`src/design/dense_layer_bias_relu_defines.svh`:
```
// Assertion macros shared by the dense layer RTL.
// Included by the top level; no other dependencies.
`ifndef DENSE_LAYER_BIAS_RELU_DEFINES_SVH
`define DENSE_LAYER_BIAS_RELU_DEFINES_SVH

`ifndef SYNTHESIS
// Same-cycle implication, checked on every rising edge outside reset
`define DLBR_ASSERT_IMP(lbl, clk, rst_n, ante, cons) \
    lbl: assert property (@(posedge clk) disable iff (!rst_n) (ante) |-> (cons)) \
        else $error("dlbr: same-cycle check failed");
// Next-cycle implication
`define DLBR_ASSERT_NXT(lbl, clk, rst_n, ante, cons) \
    lbl: assert property (@(posedge clk) disable iff (!rst_n) (ante) |=> (cons)) \
        else $error("dlbr: next-cycle check failed");
`else
`define DLBR_ASSERT_IMP(lbl, clk, rst_n, ante, cons)
`define DLBR_ASSERT_NXT(lbl, clk, rst_n, ante, cons)
`endif

`endif

```
`src/design/dlbr_pkg.sv`:
```
// Shared constants, types and codes for the dense layer block.
// No dependencies; used by the interfaces, the top level and dlbr_cell.
`default_nettype none

package dlbr_pkg;

    // Layer geometry
    localparam int IN_FEATURES  = 512;
    localparam int OUT_FEATURES = 16;
    localparam int MAX_EMIT     = 16;

    // Payload widths (fixed by the word format)
    localparam int OP_W    = 2;
    localparam int FEAT_W  = 9;
    localparam int NIDX_W  = 4;
    localparam int VALUE_W = 32;
    localparam int CNT_W   = 5;

    // Derived storage widths
    localparam int CELL_IDX_W = (OUT_FEATURES > 1) ? $clog2(OUT_FEATURES) : 1;
    localparam int WDEPTH     = IN_FEATURES * OUT_FEATURES;
    localparam int WADDR_W    = (WDEPTH > 1) ? $clog2(WDEPTH) : 1;

    // Register port
    localparam int NUM_CFG   = 2;
    localparam int CFG_IDX_W = 1;
    localparam int PADDR_W   = CFG_IDX_W + 2;
    localparam int PDATA_W   = 32;

    // Opcodes
    localparam logic [OP_W-1:0] OP_WEIGHT  = 2'd0;
    localparam logic [OP_W-1:0] OP_BIAS    = 2'd1;
    localparam logic [OP_W-1:0] OP_FEATURE = 2'd2;

    // Register indexes
    localparam logic [CFG_IDX_W-1:0] CFG_RELU  = 1'b0;
    localparam logic [CFG_IDX_W-1:0] CFG_COUNT = 1'b1;

    // Reset values of the registers
    localparam logic             RELU_RST  = 1'b1;
    localparam logic [CNT_W-1:0] COUNT_RST = 5'd16;

    // Sequencer states
    typedef enum logic [1:0] {
        ST_IDLE,
        ST_READ,
        ST_DRAIN,
        ST_EMIT
    } state_t;

    // Per-cell control
    typedef struct packed {
        logic               shift;
        logic               bias_we;
        logic [VALUE_W-1:0] bias_data;
    } cell_ctrl_t;

endpackage

`default_nettype wire

```
`src/design/dlbr_cell.sv`:
```
// One cell of the accumulator ring: holds one neuron's sum and bias.
// Depends on dlbr_pkg for widths and the cell control struct.
`default_nettype none

module dlbr_cell (
    input  wire logic                          clk,
    input  wire logic                          rst_n,
    input  wire dlbr_pkg::cell_ctrl_t          ctrl,
    input  wire logic [dlbr_pkg::VALUE_W-1:0]  acc_in,
    input  wire logic [dlbr_pkg::VALUE_W-1:0]  add_in,
    input  wire logic [dlbr_pkg::VALUE_W-1:0]  bias_in,
    output      logic [dlbr_pkg::VALUE_W-1:0]  acc_out,
    output      logic [dlbr_pkg::VALUE_W-1:0]  bias_out
);

    logic [dlbr_pkg::VALUE_W-1:0] acc_reg;
    logic [dlbr_pkg::VALUE_W-1:0] acc_next;
    logic [dlbr_pkg::VALUE_W-1:0] bias_reg;
    logic [dlbr_pkg::VALUE_W-1:0] bias_next;

    // Take the neighbor's sum plus the incoming product on a shift
    always_comb
    begin
        acc_next = acc_reg;
        if (ctrl.shift)
        begin
            acc_next = acc_in + add_in;
        end
    end

    // Bias rotates with the sum; a load writes it in place
    always_comb
    begin
        bias_next = bias_reg;
        if (ctrl.shift)
        begin
            bias_next = bias_in;
        end
        else if (ctrl.bias_we)
        begin
            bias_next = ctrl.bias_data;
        end
    end

    always_ff @(posedge clk or negedge rst_n)
    begin
        if (!rst_n)
        begin
            acc_reg <= '0;
        end
        else
        begin
            acc_reg <= acc_next;
        end
    end

    always_ff @(posedge clk)
    begin
        bias_reg <= bias_next;
    end

    assign acc_out  = acc_reg;
    assign bias_out = bias_reg;

endmodule

`default_nettype wire
```
`config.mk`:
```
export PLATFORM = sky130hd
export DESIGN_NAME = dlbr_cell
export DESIGN_NICKNAME = d
export VERILOG_FILES = /design/src/design/dense_layer_bias_relu_defines.svh /design/src/design/dlbr_pkg.sv /design/src/design/dlbr_cell.sv
export SDC_FILE = /design/constraint.sdc
export NUM_CORES = 1
export LEC_CHECK = 0
export ABC_AREA = 0
export BUFFER_PORTS_ARGS = -buffer_cell sky130_fd_sc_hd__buf_2
export CAP_MARGIN = 5
export CORE_MARGIN = 3
export CORE_UTILIZATION = 43
export CTS_CLUSTER_SIZE = 12
export DETAILED_ROUTE_END_ITERATION = 16
export HOLD_SLACK_MARGIN = 0.12
export PLACE_DENSITY = 0.86
export SYNTH_ARGS = -nofsm -noshare
export SYNTH_HDL_FRONTEND = slang
export SYNTH_SLANG_ARGS = --single-unit
```
`constraint.sdc`:
```
create_clock -name clk -period 0.85 [get_ports clk]
set_input_delay 0.17 -clock clk [delete_from_list [all_inputs] [get_ports clk]]
set_output_delay 0.17 -clock clk [all_outputs]
set_load 0.1 [all_outputs]
```
==> run metrics <==
Wirelength per Cell 25.14 um; worst slew pin tran 0.4618 ns; CTS H-tree lvls 3; crit-path cells buf_6 > ha_4 > o211ai_1 > o211ai_1 > a31oi_4 > nor3_2 > nor2_2 > o21a_1 > o2111a_1 > a221o_1; synthesized area 0.004238 mm2; #FFs+latches synth between 60 and 70; R2R depth 3; Hold Crit Class in -> reg; Pwr Density 2185 mW/mm2; Top FF cell, synth edfxtp_1; area leader, netlist edfxtp_1; drc violations 0; post-DP HPWL 12.95 mm; RSZ-0062 raised after global routing true; final setup violation count 96; initial antenna violation count 0; total CTS buffers 9; worst vdd ir between 0.0015 and 0.002 V; clock slew at reported path FFs around 0.090 ns; cell mode on critical path o211ai_1; DRT iter0 DRCs 423; Fin. Hold Viols 0; Worst Path Buf+Inv 1; CP Class in -> reg; achievable frequency 466.8 MHz; Post-Syn Instances roughly 380; startpoint types input port; Layout area overhead 101.5%; drt total wl ~21 mm; Max clock buf depth 2; Cell variety after synth 52; total chip power 18.65 mW; max cap viols 0; Critical Path End Type register; CP max stage cell o211ai_1; DIE AREA 0.01108 mm2; first drt pass iteration count 5; Worst Path Required 1.08 ns; CP max FO 3; Final ANT Viol Nets 0; Worst Path Arrival 2.37 ns; Die Height roughly 110 um; Final GP Congestion slightly above 0.9; Final #Nets 867; largest net degree at the start of global routing 33; FILL cells 332; Root Driver clkbuf_8; worst clock skew 0 ns; Reg area approximately 0.0018 mm2; routed via count 5020; flop2flop setup slack -0.38 ns; synth warn 0; Final Cycle Share 252.1%; top cell type's share of synthesized area a little under a quarter; # clock sinks 64; most frequent cells in the layout buf_2, buf_4, buf_12, mux2_4, buf_6; CORE AREA 0.009415 mm2; initial core utilization 45.01%; share of cells above drive strength 1 73.16%; crit-path max cell delay 0.40 ns; GRT Residual Overflow 0; clk_lat worst skew 0.35 ns; Slew Viols, Final 0; Finished Core Util roughly nine tenths; vias in the first global route 5198; CTS tree yes; register area share after synthesis between 40% and 50%; minimum clock period between 2 and 2.5 ns; Post-synth EDFFs 32; Post-CTS Hold Buffers 1; Top Ports 196; Area contributors post-synth edfxtp_1, dfrtp_1, mux2_2; setup ws final -1.292 ns; status finished with violations; Vias/cell 5.998; Port Buf Inserts roughly 200; commonest non-fill, non-tap cell in the layout buf_2; ANT cells 0; Lkg Pwr 3.911 nW; Multi-input gate area 0.003189 mm2; Worst Hold Slack about 0.11 ns; failing checks setup timing; row cnt 35; ys async rst share 50.00%; WHS Path Cells 2; Synth Area per Inst 11.09 um2; syn_nets 546; first-pass GRT wire length 28.52 mm; gr usage total around 33%; slew margin rel. 69.21%; kind of cell adding the most delay to the critical path compound AO/OA/AOI/OAI gates; WP depth 10; DIE WIDTH 105.3 um
[path summary, 6_finish.rpt]
kind | to | start
min reg2reg | acc_out[18] | acc_out[18]
min | bias_out[18] | bias_in[18]
max in group asynchronous | acc_out[23] | rst_n
min in group asynchronous | acc_out[0] | rst_n
max reg2reg | acc_out[30] | acc_out[30]
max | acc_out[27] | add_in[4]
[area by class of cell]
class	instances	share of cell area, %
multi-input combinational	292	37.35
timing repair buffer	330	37.10
sequential	64	21.11
tap	129	1.890
clock buffer	9	1.451
clock inverter	7	0.8352
inverter	6	0.2637
[cell usage after synthesis (2+ instances only)]
master    instances
nand2b_1          4
mux2_2           58
o211ai_1          4
a21o_1           13
nor2b_1           3
o21bai_1          4
a31oi_1           4
o21ai_0          11
nor3_1            6
buf_6             2
xor2_1            9
ha_1             31
clkbuf_1         17
a221o_1           2
xnor2_1          19
nand2_1          14
nor2_1           25
o21ai_1           5
nand3_1           8
o221ai_1          2
o31ai_1           2
a21oi_2           3
or2_2             2
dfrtp_1          32
o21a_1            3
a31o_2            2
inv_1             6
a21oi_1          28
nand4_1           9
edfxtp_1         32
[report_power, final]
| part | internal, mW | switching (mW) |
|---|---|---|
| Sequential | 3.93 | 0.642 |
| Clock | 1.36 | 1.46 |
| Combinational | 4.69 | 6.58 |
| Total | 9.97 | 8.68 |
[state kept, by name, summed over array words and instances, names as in the netlist]
name / flops
acc_out: 32
bias_out: 32
[per-layer routing]
layer | vias up | GRT usage [%] | wire length (um)
met5 | - | 0 | 0
met4 | 0 | 19.12 | 1528
met3 | 157 | 8.022 | 1886
met2 | 417 | 62.16 | 11050
met1 | 2380 | 33.57 | 6582
li1 | 2066 | - | -
[cell families (layout without fill, tap and decap cells)]
family,Yosys count,count (layout),share of synthesized area (%)
mux,59,59,15.65
simple gates,77,77,8.946
compound gates,96,96,15.74
xor+xnor,28,28,5.787
flops,64,64,41.57
fa+ha+maj,32,32,9.625
buf+inv,26,352,2.687
[stage by stage]
step | cell area (um2) | worst slack [ns] | setup TNS, ns | instances
after floorplan | 4753 | -1.301 | -55.42 | 382
after global placement | 7423 | -1.503 | -50.23 | 787
after detailed placement | 7423 | -1.611 | -53.91 | 787
after CTS | 8182 | -1.191 | -44.29 | 821
after global routing | 8539 | -1.381 | -49.94 | 837
final | 8539 | -1.292 | -47.60 | 837
[timing repair]
| action | 4_1_cts | 5_1_grt |
|---|---|---|
| hold endpoints to repair | 38 | 6 |
| pin swaps | 54 | 36 |
| buffers inserted | 19 | 16 |
| resized for setup | 76 | 47 |
| endpoints found under the setup margin | 96 | 96 |
Note: power is estimated with default switching activity, not from simulation.
